===== config.mk =====
export PLATFORM = sky130hd
export DESIGN_NAME = aavr_cordic
export DESIGN_NICKNAME = d
export VERILOG_FILES = /design/src/assert_macros.svh /design/src/aavr_pkg.sv /design/src/aavr_cordic.sv
export SDC_FILE = /design/constraint.sdc
export NUM_CORES = 2
export LEC_CHECK = 0
export BUFFER_PORTS_ARGS = -buffer_cell sky130_fd_sc_hd__buf_2
export CAP_MARGIN = 5
export CORE_MARGIN = 2
export CORE_UTILIZATION = 48
export CTS_CLUSTER_DIAMETER = 50
export DETAILED_ROUTE_END_ITERATION = 8
export GPL_TIMING_DRIVEN = 1
export PLACE_DENSITY = 0.63
export SLEW_MARGIN = 20
export SYNTH_ARGS = -nofsm -noshare
export SYNTH_HDL_FRONTEND = slang
export SYNTH_SLANG_ARGS = --single-unit

===== constraint.sdc =====
create_clock -name i_clk -period 8.5 [get_ports i_clk]
set_input_delay 0.85 -clock i_clk [delete_from_list [all_inputs] [get_ports i_clk]]
set_output_delay 0.85 -clock i_clk [all_outputs]
set_load 0.01 [all_outputs]

===== src/assert_macros.svh =====
// assertion helpers for the rtl
`ifndef ASSERT_MACROS_SVH
`define ASSERT_MACROS_SVH

// same-cycle implication under synchronous active-low reset
`define AAVR_ASSERT_NOW(lbl, clk, rst_n, ante, cons, msg) \
    lbl: assert property (@(posedge clk) disable iff (!rst_n) (ante) |-> (cons)) \
        else $error(msg);

// next-cycle implication under synchronous active-low reset
`define AAVR_ASSERT_NEXT(lbl, clk, rst_n, ante, cons, msg) \
    lbl: assert property (@(posedge clk) disable iff (!rst_n) (ante) |=> (cons)) \
        else $error(msg);

`endif


===== src/aavr_pkg.sv =====
// ----------------------------------------------------------------------------
// aavr_pkg
// shared constants, types and the cordic arctangent table
// ----------------------------------------------------------------------------
`default_nettype none

package aavr_pkg;

    localparam int FRAC_BITS_DEF   = 16;
    localparam int SINCOS_ITER_DEF = 16;
    localparam int ATAN_ENTRIES    = 30;

    // cordic datapath width, q2.30 with headroom
    localparam int CW = 34;
    localparam logic signed [CW-1:0] CORDIC_GAIN = 34'sd652032874;

    // stages in the angle reduction pipe
    localparam int ANGLE_LAT = 7;
    // stages in the matrix and dot-product pipe
    localparam int ROT_LAT   = 6;

    typedef struct packed {
        logic signed [31:0] vx;
        logic signed [31:0] vy;
        logic signed [31:0] vz;
        logic signed [17:0] ax;
        logic signed [17:0] ay;
        logic signed [17:0] az;
    } t_geom;

    // arctangent of 2^-idx in binary-angle units, full turn is 2^32
    function automatic logic signed [CW-1:0] atan_turn(input int idx);
        case (idx)
            0:       return 34'sd536870912;
            1:       return 34'sd316933406;
            2:       return 34'sd167458907;
            3:       return 34'sd85004756;
            4:       return 34'sd42667331;
            5:       return 34'sd21354465;
            6:       return 34'sd10679838;
            7:       return 34'sd5340245;
            8:       return 34'sd2670163;
            9:       return 34'sd1335087;
            10:      return 34'sd667544;
            11:      return 34'sd333772;
            12:      return 34'sd166886;
            13:      return 34'sd83443;
            14:      return 34'sd41722;
            15:      return 34'sd20861;
            16:      return 34'sd10430;
            17:      return 34'sd5215;
            18:      return 34'sd2608;
            19:      return 34'sd1304;
            20:      return 34'sd652;
            21:      return 34'sd326;
            22:      return 34'sd163;
            23:      return 34'sd81;
            24:      return 34'sd41;
            25:      return 34'sd20;
            26:      return 34'sd10;
            27:      return 34'sd5;
            28:      return 34'sd3;
            29:      return 34'sd1;
            default: return 34'sd0;
        endcase
    endfunction

endpackage

`default_nettype wire


===== src/aavr_cordic.sv =====
// ----------------------------------------------------------------------------
// aavr_cordic
// rotation-mode cordic, one register stage per step, sine and cosine in q2.30
// ----------------------------------------------------------------------------
`default_nettype none

module aavr_cordic
    import aavr_pkg::*;
#(
    parameter int SINCOS_ITERATIONS = SINCOS_ITER_DEF
) (
    input  wire logic               i_clk,
    input  wire logic               i_rst_n,
    input  wire logic               i_en,
    input  wire logic               i_valid,
    input  wire logic signed [31:0] i_z,
    input  wire logic               i_neg,
    output logic                    o_valid,
    output logic signed [CW-1:0]    o_sin,
    output logic signed [CW-1:0]    o_cos
);

    localparam int NI = (SINCOS_ITERATIONS < ATAN_ENTRIES) ? SINCOS_ITERATIONS
                                                            : ATAN_ENTRIES;

    logic signed [CW-1:0] w_x [NI+1];
    logic signed [CW-1:0] w_y [NI+1];
    logic signed [CW-1:0] w_z [NI+1];
    logic                 w_neg [NI+1];
    logic                 w_v [NI+1];

    logic                 r_v;
    logic signed [CW-1:0] r_sin;
    logic signed [CW-1:0] r_cos;

    assign w_x[0]   = CORDIC_GAIN;
    assign w_y[0]   = '0;
    assign w_z[0]   = CW'(i_z);
    assign w_neg[0] = i_neg;
    assign w_v[0]   = i_valid;

    for (genvar g = 0; g < NI; g++) begin : g_step
        logic signed [CW-1:0] r_x;
        logic signed [CW-1:0] r_y;
        logic signed [CW-1:0] r_z;
        logic                 r_neg;
        logic                 r_sv;
        logic signed [CW-1:0] w_xs;
        logic signed [CW-1:0] w_ys;

        assign w_xs = w_x[g] >>> g;
        assign w_ys = w_y[g] >>> g;

        always_ff @(posedge i_clk) begin
            if (!i_rst_n) begin
                r_sv <= 1'b0;
            end else if (i_en) begin
                r_sv <= w_v[g];
            end
        end

        // zero residual counts as positive
        always_ff @(posedge i_clk) begin
            if (i_en) begin
                r_neg <= w_neg[g];
                if (!w_z[g][CW-1]) begin
                    r_x <= w_x[g] - w_ys;
                    r_y <= w_y[g] + w_xs;
                    r_z <= w_z[g] - atan_turn(g);
                end else begin
                    r_x <= w_x[g] + w_ys;
                    r_y <= w_y[g] - w_xs;
                    r_z <= w_z[g] + atan_turn(g);
                end
            end
        end

        assign w_x[g+1]   = r_x;
        assign w_y[g+1]   = r_y;
        assign w_z[g+1]   = r_z;
        assign w_neg[g+1] = r_neg;
        assign w_v[g+1]   = r_sv;
    end

    always_ff @(posedge i_clk) begin
        if (!i_rst_n) begin
            r_v <= 1'b0;
        end else if (i_en) begin
            r_v <= w_v[NI];
        end
    end

    always_ff @(posedge i_clk) begin
        if (i_en) begin
            r_cos <= w_neg[NI] ? -w_x[NI] : w_x[NI];
            r_sin <= w_neg[NI] ? -w_y[NI] : w_y[NI];
        end
    end

    assign o_valid = r_v;
    assign o_sin   = r_sin;
    assign o_cos   = r_cos;

endmodule

`default_nettype wire


==> impl_metrics.ini <==
[yosys]
yosysUniqueCellTypes = 93
synth-compound-area-share_pct = 19.8
synth_nets = 14600
synth_top_cell_by_area = edfxtp_1
synth_top_family_by_area = compound AO/OA/AOI/OAI gates
synthDominantCellAreaShare_pct = 36.7
synth_adder_area_share_pct = 14.4
async_flop_share_pct = 0
synth_cells = 13100
ys.flop_type = edfxtp_1
ys_top_cells_by_count = 1557 x edfxtp_1, 1467 x a21oi_1, 1398 x ha_1, 1266 x xnor2_1, 1167 x nor2_1
synth-xor-area-share_pct = 12.9
synthMuxAreaShare_pct = 1.05
synthTopCellsByArea = edfxtp_1 37%, ha_1 14%, xnor2_1 8.7%
avgSynthCellArea_sq_um = 9.72
ys_ff_latch = 1574
synth_simple_gate_area_share_pct = 12.6
synth_most_common_cell = edfxtp_1
ys.warnings.count = 0
synth_area_sq_um = 127000
synth_edf_count = 1557
synth-seq-area-share_pct = 37.0

[timing]
hold_violations = 0
rsz0062_at_grt = false
final-setup-viol-count = 0
final_max_slew_viol_count = 0
slew_headroom_pct = 23.6
finClkSkew_ns = 0.0587
max_freq_mhz = 168
fin_crit_sh_pct = 70.0
tns_ns = 0
worst_pin_slew_ns = 1.14
period_minus_slack_ns = 5.95

[worst_setup_path]
path_max_fanout = 5
r2r_cells = 22
crit_slowest_cell = nor4_1
crit_chain = inv_1 > ha_1 > nand2b_1 > nor4_1 > nor2b_1 > and2_1 > nand3b_1 > nor4_1 > a21oi_1 > xor2_1 > ha_1 > and3_1 > nand2_1 > inv_1 > a221oi_1 > nand4_1 > a2111oi_0 > or2_2 > o21ai_0 > a21oi_1 > a21oi_1 > xor2_1
start_kind = register
cpPeakStageDelay_ns = 0.75
crit_arrival_ns = 6.56
cpMostUsedCell = a21oi_1
critical_path_class = reg -> reg
reg2reg_slack_ns = 2.55
required_ns = 9.10
endpoint_kind = register

[placed_design]
routabilityCongestion = 0.935
hpwl_mm = 259
port_buffers = 105

[worst_hold_path]
worstHoldPathCells = 1
hp-class = in -> reg

[cts]
cts_tree = done
post-cts-setup-buffers = 0
postCtsHoldBufs = 0
h-tree-depth = 4
clockRootBuffer = clkbuf_16
clockBufferDepth = 4
clkTransAtPathRegs_ns = 0.06
cts_buffers = 229
cts_resized = 0
cts.sinks = 1574
clk_latency_ns = 0.91

[detailed_routing]
drc_errors = 0
wl_per_cell_microns = 19.3
vias = 99200
drt_iter0_markers = 7995
viasPerCell = 5.82
postRouteAntennaNets = 0
drt_first_pass_iters = 8
wl_mm = 329

[finish]
layout.nets = 14800
layout-drive-gt1-share_pct = 5.23
area_delta_synth_final_pct = 9.88

[global_routing]
grtUsageTotal_pct = 23.5
antenna_found_initial = 2
grt_max_degree = 167
grt_pass1_wl_mm = 518
grt_pass1_vias = 94700
grt_overflow = 0

[flow_run]
cap_violations = 0

[floorplanning]
initial_core_util_pct = 48.1
row_count = 189
die-area_sq_um = 269000
core_area_sq_um = 264000
die_w_microns = 519
die_h_microns = 519
io_pins = 106

[run_status]
outcome = complete, no violations
[cell families (layout without fill, tap and decap cells)]
| family | after synthesis | in the layout |
|---|---|---|
| compound gates | 3984 | 3984 |
| buf+inv | 769 | 1190 |
| mux | 128 | 128 |
| xor+xnor | 1872 | 1872 |
| other cells | 1 | 3 |
| simple gates | 3318 | 3318 |
| fa+ha+maj | 1442 | 1442 |
| flops | 1574 | 1574 |
[routing by layer]
metal  GRT usage [%]  part of all wire, %
met1            33.2                   47
met2            38.2                   45
met3            2.67                  5.3
met4            6.43                  2.7
met5               0                    0
[critical path, delay by kind of cell, from the launching register on]
| family | cells | cell delay [ns] |
|---|---|---|
| buf+inv | 2 | 0.13 |
| compound gates | 6 | 1.54 |
| fa+ha+maj | 2 | 0.53 |
| simple gates | 10 | 2.71 |
| xor+xnor | 2 | 0.35 |
| flops | 1 | 0.44 |
[cell type report]
type,count,area [sq um]
multi-input combinational,10700,77300
fill,23600,125000
tap,3533,4420
inverter,594,2230
sequential,1574,47100
timing repair buffer,169,1110
clock buffer,246,5850
antenna,2,5.00
clock inverter,181,1840
[path summary, 6_finish.rpt]
kind,from,to
max,g_step[4].r_y[5],g_step[5].r_x[31]
min,i_z[3],g_step[0].r_z[3]
max reg2reg,g_step[4].r_y[5],g_step[5].r_x[31]
min reg2reg,g_step[2].r_z[1],g_step[3].r_z[1]
[per-stage QoR]
stage	area [sq um]	util, %	std cells	hold WS (ns)	setup slack, ns
3_5_place_dp	132000	50.0	16600	0.406	2.70
6_report	140000	52.9	17000	0.121	2.55
4_1_cts	140000	52.9	17000	0.0393	2.66
2_1_floorplan	127000	-	13100	0.400	3.86
5_1_grt	140000	52.9	17000	0.0674	2.04
3_3_place_gp	132000	50.0	16600	0.403	2.58
[flip-flops by register name, indices dropped and copies added, names as in the netlist]
register,count
g_step.r_sv,16
g_step.r_y,511
g_step.r_x,488
o_cos,34
o_valid,1
o_sin,34
g_step.r_neg,16
g_step.r_z,474
[cell usage in the layout (no fill, tap or decap), drive strengths merged, types with 41 or more instances in the layout]
cell and n:
nor2 1167, fa 44, a31oi 134, a211oi 111
xor2 606, nand4 75, ha 1398, buf 169
nor4 92, o31a 41, a21boi 52, and2 78
nand2 604, mux2 46, xnor2 1266, a21o 678
mux2i 82, nand2b 180, inv 650, clkbuf 246
o41ai 50, nand3 206, a21oi 1468, o21bai 175
o31ai 78, edfxtp 1557, nor3 314, nor2b 190
o211ai 47, or3 89, o21a 209, o21ai 616
and3 123, clkinv 81
Power is left out: the tool's default activity adds up to more than one toggle a clock period on the data nets, which glitch-free logic cannot reach.
