<file path="src/assert_macros.svh">
// assertion helpers for the rtl
`ifndef ASSERT_MACROS_SVH
`define ASSERT_MACROS_SVH

// same-cycle implication under synchronous active-low reset
`define AAVR_ASSERT_NOW(lbl, clk, rst_n, ante, cons, msg) \
    lbl: assert property (@(posedge clk) disable iff (!rst_n) (ante) |-> (cons)) \
        else $error(msg);

// next-cycle implication under synchronous active-low reset
`define AAVR_ASSERT_NEXT(lbl, clk, rst_n, ante, cons, msg) \
    lbl: assert property (@(posedge clk) disable iff (!rst_n) (ante) |=> (cons)) \
        else $error(msg);

`endif

</file>
<file path="src/aavr_pkg.sv">
// ----------------------------------------------------------------------------
// aavr_pkg
// shared constants, types and the cordic arctangent table
// ----------------------------------------------------------------------------
`default_nettype none

package aavr_pkg;

    localparam int FRAC_BITS_DEF   = 16;
    localparam int SINCOS_ITER_DEF = 16;
    localparam int ATAN_ENTRIES    = 30;

    // cordic datapath width, q2.30 with headroom
    localparam int CW = 34;
    localparam logic signed [CW-1:0] CORDIC_GAIN = 34'sd652032874;

    // stages in the angle reduction pipe
    localparam int ANGLE_LAT = 7;
    // stages in the matrix and dot-product pipe
    localparam int ROT_LAT   = 6;

    typedef struct packed {
        logic signed [31:0] vx;
        logic signed [31:0] vy;
        logic signed [31:0] vz;
        logic signed [17:0] ax;
        logic signed [17:0] ay;
        logic signed [17:0] az;
    } t_geom;

    // arctangent of 2^-idx in binary-angle units, full turn is 2^32
    function automatic logic signed [CW-1:0] atan_turn(input int idx);
        case (idx)
            0:       return 34'sd536870912;
            1:       return 34'sd316933406;
            2:       return 34'sd167458907;
            3:       return 34'sd85004756;
            4:       return 34'sd42667331;
            5:       return 34'sd21354465;
            6:       return 34'sd10679838;
            7:       return 34'sd5340245;
            8:       return 34'sd2670163;
            9:       return 34'sd1335087;
            10:      return 34'sd667544;
            11:      return 34'sd333772;
            12:      return 34'sd166886;
            13:      return 34'sd83443;
            14:      return 34'sd41722;
            15:      return 34'sd20861;
            16:      return 34'sd10430;
            17:      return 34'sd5215;
            18:      return 34'sd2608;
            19:      return 34'sd1304;
            20:      return 34'sd652;
            21:      return 34'sd326;
            22:      return 34'sd163;
            23:      return 34'sd81;
            24:      return 34'sd41;
            25:      return 34'sd20;
            26:      return 34'sd10;
            27:      return 34'sd5;
            28:      return 34'sd3;
            29:      return 34'sd1;
            default: return 34'sd0;
        endcase
    endfunction

endpackage

`default_nettype wire

</file>
<file path="src/aavr_angle.sv">
// ----------------------------------------------------------------------------
// aavr_angle
// degrees modulo 360 to a 32-bit binary angle, folded into [-90, 90] degrees
// ----------------------------------------------------------------------------
`default_nettype none

module aavr_angle
    import aavr_pkg::*;
#(
    parameter int FRAC_BITS = FRAC_BITS_DEF
) (
    input  wire logic               i_clk,
    input  wire logic               i_rst_n,
    input  wire logic               i_en,
    input  wire logic               i_valid,
    input  wire logic signed [31:0] i_angle,
    output logic                    o_valid,
    output logic signed [31:0]      o_z,
    output logic                    o_neg
);

    localparam int HW = 32 - FRAC_BITS;
    localparam int SW = 32 - FRAC_BITS;
    // offset keeps the integer degrees positive, a multiple of 360
    localparam logic [24:0] HI_OFS    = 25'd11796480;
    localparam logic [25:0] RECIP_360 = 26'd47721858;  // floor(2^34/360)
    localparam logic [22:0] RECIP_45  = 23'd5965232;   // floor(2^28/45)

    logic [ANGLE_LAT-1:0] r_v;

    logic [24:0]           r1_u;
    logic [FRAC_BITS-1:0]  r1_lo;
    logic [16:0]           r2_q;
    logic [24:0]           r2_u;
    logic [FRAC_BITS-1:0]  r2_lo;
    logic [8:0]            r3_rhi;
    logic [FRAC_BITS-1:0]  r3_lo;
    logic [16:0]           r4_qe;
    logic [21:0]           r4_yh;
    logic [15:0]           r4_yl;
    logic [15:0]           r5_qh;
    logic [5:0]            r5_rh;
    logic [15:0]           r5_yl;
    logic [16:0]           r6_qe;
    logic [21:0]           r6_v;
    logic [15:0]           r6_qh;
    logic signed [31:0]    r7_z;
    logic                  r7_neg;

    logic signed [HW-1:0]  w_hi;
    logic [24:0]           w_u;
    logic [50:0]           w_p360;
    logic [25:0]           w_qm;
    logic [25:0]           w_rm;
    logic [8:0]            w_rhi;
    logic [40:0]           w_x;
    logic [44:0]           w_p45a;
    logic [21:0]           w_rema;
    logic [15:0]           w_qh;
    logic [5:0]            w_rh;
    logic [21:0]           w_v;
    logic [44:0]           w_p45b;
    logic [21:0]           w_remb;
    logic [16:0]           w_ql;
    logic signed [32:0]    w_zs;
    logic signed [32:0]    w_zf;
    logic                  w_neg;

    always_comb begin
        w_hi   = i_angle[31:FRAC_BITS];
        w_u    = {{(25-HW){w_hi[HW-1]}}, w_hi} + HI_OFS;
        w_p360 = 51'(r1_u) * 51'(RECIP_360);
        w_qm   = 26'(r2_q) * 26'd360;
        w_rm   = 26'(r2_u) - w_qm;
        w_rhi  = (w_rm[9:0] >= 10'd360) ? 9'(w_rm[9:0] - 10'd360) : w_rm[8:0];
        w_x    = {r3_rhi, r3_lo, {SW{1'b0}}};
        w_p45a = 45'(w_x[40:19]) * 45'(RECIP_45);
        w_rema = r4_yh - 22'(22'(r4_qe) * 22'd45);
        if (w_rema >= 22'd45) begin
            w_qh = 16'(r4_qe + 17'd1);
            w_rh = 6'(w_rema - 22'd45);
        end else begin
            w_qh = r4_qe[15:0];
            w_rh = w_rema[5:0];
        end
        w_v    = {r5_rh, r5_yl};
        w_p45b = 45'(w_v) * 45'(RECIP_45);
        w_remb = r6_v - 22'(22'(r6_qe) * 22'd45);
        w_ql   = (w_remb >= 22'd45) ? r6_qe + 17'd1 : r6_qe;
        w_zs   = 33'(signed'({r6_qh, w_ql[15:0]}));
        // outside the right half-plane: turn by half a turn, negate later
        if (w_zs > 33'sd1073741824) begin
            w_zf  = w_zs - 33'sd2147483648;
            w_neg = 1'b1;
        end else if (w_zs < -33'sd1073741824) begin
            w_zf  = w_zs + 33'sd2147483648;
            w_neg = 1'b1;
        end else begin
            w_zf  = w_zs;
            w_neg = 1'b0;
        end
    end

    always_ff @(posedge i_clk) begin
        if (!i_rst_n) begin
            r_v <= '0;
        end else if (i_en) begin
            r_v <= {r_v[ANGLE_LAT-2:0], i_valid};
        end
    end

    always_ff @(posedge i_clk) begin
        if (i_en) begin
            r1_u   <= w_u;
            r1_lo  <= i_angle[FRAC_BITS-1:0];
            r2_q   <= w_p360[50:34];
            r2_u   <= r1_u;
            r2_lo  <= r1_lo;
            r3_rhi <= w_rhi;
            r3_lo  <= r2_lo;
            r4_qe  <= w_p45a[44:28];
            r4_yh  <= w_x[40:19];
            r4_yl  <= w_x[18:3];
            r5_qh  <= w_qh;
            r5_rh  <= w_rh;
            r5_yl  <= r4_yl;
            r6_qe  <= w_p45b[44:28];
            r6_v   <= w_v;
            r6_qh  <= r5_qh;
            r7_z   <= w_zf[31:0];
            r7_neg <= w_neg;
        end
    end

    assign o_valid = r_v[ANGLE_LAT-1];
    assign o_z     = r7_z;
    assign o_neg   = r7_neg;

endmodule

`default_nettype wire

</file>
<file path="config.mk">
export PLATFORM = sky130hd
export DESIGN_NAME = aavr_angle
export DESIGN_NICKNAME = d
export VERILOG_FILES = /design/src/assert_macros.svh /design/src/aavr_pkg.sv /design/src/aavr_angle.sv
export SDC_FILE = /design/constraint.sdc
export NUM_CORES = 1
export LEC_CHECK = 0
export ABC_CLOCK_PERIOD_IN_PS = 9760
export BUFFER_PORTS_ARGS = -buffer_cell sky130_fd_sc_hd__buf_2
export CAP_MARGIN = 20
export CORE_MARGIN = 2
export CORE_UTILIZATION = 60
export CTS_CLUSTER_SIZE = 10
export DETAILED_ROUTE_END_ITERATION = 10
export PLACE_DENSITY = 0.77
export SLEW_MARGIN = 15
export SYNTH_ARGS = -nofsm -noshare
export SYNTH_HDL_FRONTEND = slang
export SYNTH_SLANG_ARGS = --single-unit
</file>
<file path="constraint.sdc">
create_clock -name i_clk -period 9.76 [get_ports i_clk]
set_clock_uncertainty 0.2 [all_clocks]
set_input_delay 1.952 -clock i_clk [delete_from_list [all_inputs] [get_ports i_clk]]
set_output_delay 1.952 -clock i_clk [all_outputs]
set_load 0.1 [all_outputs]
</file>
==> impl_metrics.py <==
metrics = {
    "cts": {
        "htree_levels": 1,
        "cts_tree": "built",
        "cts-resized-gates": 0,
        "post-cts-setup-buffers": 0,
        "clockBufferDepth": 3,
        "hold_buffers": 0,
        "path_clk_slew_ps": 60,
        "cts_buffers": 30,
        "cts_root_buffer": "clkbuf_16",
        "clk_latency_ps": 580,
        "cts_num_sinks": 240,
    },
    "synth": {
        "synthCells": 2536,
        "synthXorXnorAreaFrac_pct": 3.868,
        "syn-num-nets": 3437,
        "synth_top_family_by_area": "adder cells",
        "synth_compound_area_share_pct": 6.904,
        "synth_edf_count": 233,
        "seq_area_frac_synth_pct": 25.21,
        "ys.flop_type": "edfxtp_1",
        "synthDistinctLibCells": 83,
        "synth.avg_cell_area_sq_um": 11.16,
        "synth_area_leaders": "fa_1, edfxtp_1, ha_1, inv_1, xnor2_1",
        "netlist_area_sq_um": 28310,
        "synth-simple-area-share_pct": 5.865,
        "synth.area.mux_share_pct": 0.7382,
        "synth_top_cell_by_area": "fa_1",
        "postSynth.asyncResetShare_pct": 0,
        "synth_top_area_share_pct": 26.52,
        "synthAdderAreaFrac_pct": 48.18,
        "synth_warnings": 0,
        "ys_ff_latch": 240,
    },
    "setup_path": {
        "endpoint": "r4_qe[15]",
        "end_kind": "register",
        "r2r-start": "r3_lo[9]",
        "critPathKind": "register to register",
        "cp-start-kind": "register",
        "worstPathRequired_ps": 9880,
        "worstRegToRegCells": 19,
        "cp_max_fo": 5,
        "critPathLaunch": "r3_lo[9]",
        "arrival_ps": 7530,
        "worstReg2RegEnd": "r4_qe[15]",
        "r2r_slack_ps": 2350,
    },
    "sta": {
        "timing.final.crit_share_pct": 75.91,
        "rsz0062_at_grt": "false",
        "tns_ps": 0,
        "slew_headroom_pct": 35.92,
        "final.min_clock_period_ps": 7409,
        "fmax_mhz": 135.0,
        "fin_hold_ws_ps": 211.3,
        "hold_viol": 0,
        "maxSlewViolCount": 0,
        "tightest_slew_ps": 961.1,
        "setup_viol": 0,
    },
    "die": {
        "die_h_um": 221.2,
        "ios": 70,
        "rows": 79,
        "die_area_sq_um": 48930,
        "die_w_um": 221.2,
        "start_util_pct": 60.80,
        "coreArea_sq_um": 46560,
    },
    "detailed_routing": {
        "post_drt_via_cell_ratio": 5.591,
        "drtIter0Drc": 1193,
        "drc": 0,
        "firstDrtPassIters": 5,
        "wl_per_cell_um": 18.56,
        "vias": 18150,
        "ant_nets": 0,
        "routed_wl_um": 60250,
    },
    "global_routing": {
        "grt_max_degree": 167,
        "globalRouteTotalUtil_pct": 25.65,
        "antenna_found_initial": 0,
        "grt_overflow": 0,
        "grt_pass1_vias": 19550,
        "grt_pass1_wl_um": 99710,
    },
    "flow_run": {
        "maxCapViolCount": 0,
    },
    "worst_hold_path": {
        "hold_path_class": "register to register",
    },
    "status": {
        "outcome": "complete, no violations",
    },
    "cells_and_area": {
        "antenna_cells": 0,
        "layout.nets": 3520,
        "area_delta_synth_final_pct": 6.847,
        "final_area_sq_um": 30250,
        "final_cells": 3246,
        "drive_gt1_share_pct": 5.040,
    },
    "place": {
        "port-buffer-count": 69,
        "gp_congestion": 0.9660,
        "dp_hpwl_um": 50880,
        "place_area_sq_um": 29350,
        "placed_cells": 3193,
    },
}
-- kinds of logic after synthesis --
| group | after synthesis |
|---|---|
| compound gates | 284 |
| xor+xnor | 125 |
| fa+ha+maj | 865 |
| buf+inv | 690 |
| flops | 240 |
| mux | 20 |
| simple gates | 312 |
-- registers in the layout, indices dropped and copies added, names as in the netlist, 10 cells and up --
| register | cells |
|---|---|
| o_z | 32 |
| r4_yh | 22 |
| r1_u | 17 |
| r4_qe | 17 |
| r6_qe | 17 |
| r1_lo | 16 |
| r2_lo | 16 |
| r3_lo | 16 |
| r5_qh | 16 |
| r6_qh | 16 |
| r2_u | 10 |
-- per-layer routing --
metal	up-vias	track usage (%)	routed length, um
met5	-	0	0
met4	0	10.00	2579
met3	140	2.656	2689
met2	505	45.27	30220
met1	9008	32.56	24760
li1	8494	-	-
-- cell usage after synthesis (all sizes together), types with 18 or more instances --
cell type  number
xor2           39
nand2          63
and3           18
nor3           23
o21ai          45
edfxtp        233
nand4          18
a21o           44
xnor2          86
nor2           68
fa            375
a21oi          71
inv           670
nand3          31
ha            490
-- final cells by class --
| class | count | area (sq um) |
|---|---|---|
| Sequential cell | 240 | 7137 |
| Fill cell | 3587 | 16310 |
| Inverter | 670 | 2515 |
| Timing Repair Buffer | 71 | 386.6 |
| Clock inverter | 7 | 65.06 |
| Tap cell | 607 | 759.5 |
| Multi-Input combinational cell | 1606 | 18570 |
| Clock buffer | 45 | 817.0 |
-- worst min-delay path by stage --
stage               startpoint         to  slack, ps  depth (start not counted)
floorplan             r1_lo[0]   r2_lo[0]        200                          0
global placement      r2_lo[6]   r3_lo[6]        200                          0
detailed placement    r2_lo[0]   r3_lo[0]        200                          0
CTS                   r2_lo[3]   r3_lo[3]        200                          0
global route         r5_qh[12]  r6_qh[12]        220                          0
finish               r4_yl[14]  r5_yl[14]        210                          0
-- cell usage in the layout, fill, tap and decap left out, types with 4 or more instances in the layout --
master and count:
and4_1 4, xnor2_1 86, o211ai_1 10, o21bai_1 9
fa_1 375, dfxtp_1 7, nand3b_1 4, nor4_1 13
or3_1 8, mux2i_1 16, nand4b_1 5, a41oi_1 4
edfxtp_1 233, nor2_1 68, xor2_1 39, o31ai_1 4
clkbuf_1 14, a22oi_1 4, nor3_1 23, clkbuf_16 30
ha_1 490, nand2b_1 16, a211oi_1 6, nand2_1 63
o221ai_1 4, a2111oi_0 4, o2111ai_1 7, nand3_1 31
a21oi_1 71, buf_2 68, a211o_1 5, o21a_1 17
and3_1 18, a21o_1 44, nor2b_1 16, and2_1 5
nand4_1 17, a31oi_1 13, o21ai_0 43, inv_1 670
-- critical path: stages (launching register included) --
cell and delay, ps:
edfxtp_1 590, ha_1 450, inv_1 120, fa_1 590, inv_1 70, fa_1 500, fa_1 520, fa_1 540
fa_1 510, ha_1 320, and4_1 210, o21ai_0 160, nor4_1 550, a221oi_1 220, o21ai_0 320, a21oi_1 270
o21ai_0 540, nor2_1 140, o21ai_0 230, xor2_1 110
-- stage by stage --
step           util, %  worst slack (ps)
6_report         64.97              2351
3_3_place_gp     63.05              2528
2_1_floorplan        -              3289
4_1_cts          64.94              2424
3_5_place_dp     63.05              2482
5_1_grt          64.97              1978
Power is not shown: default switching activity piles up to over one toggle a cycle in this logic, so the estimate is an artifact.
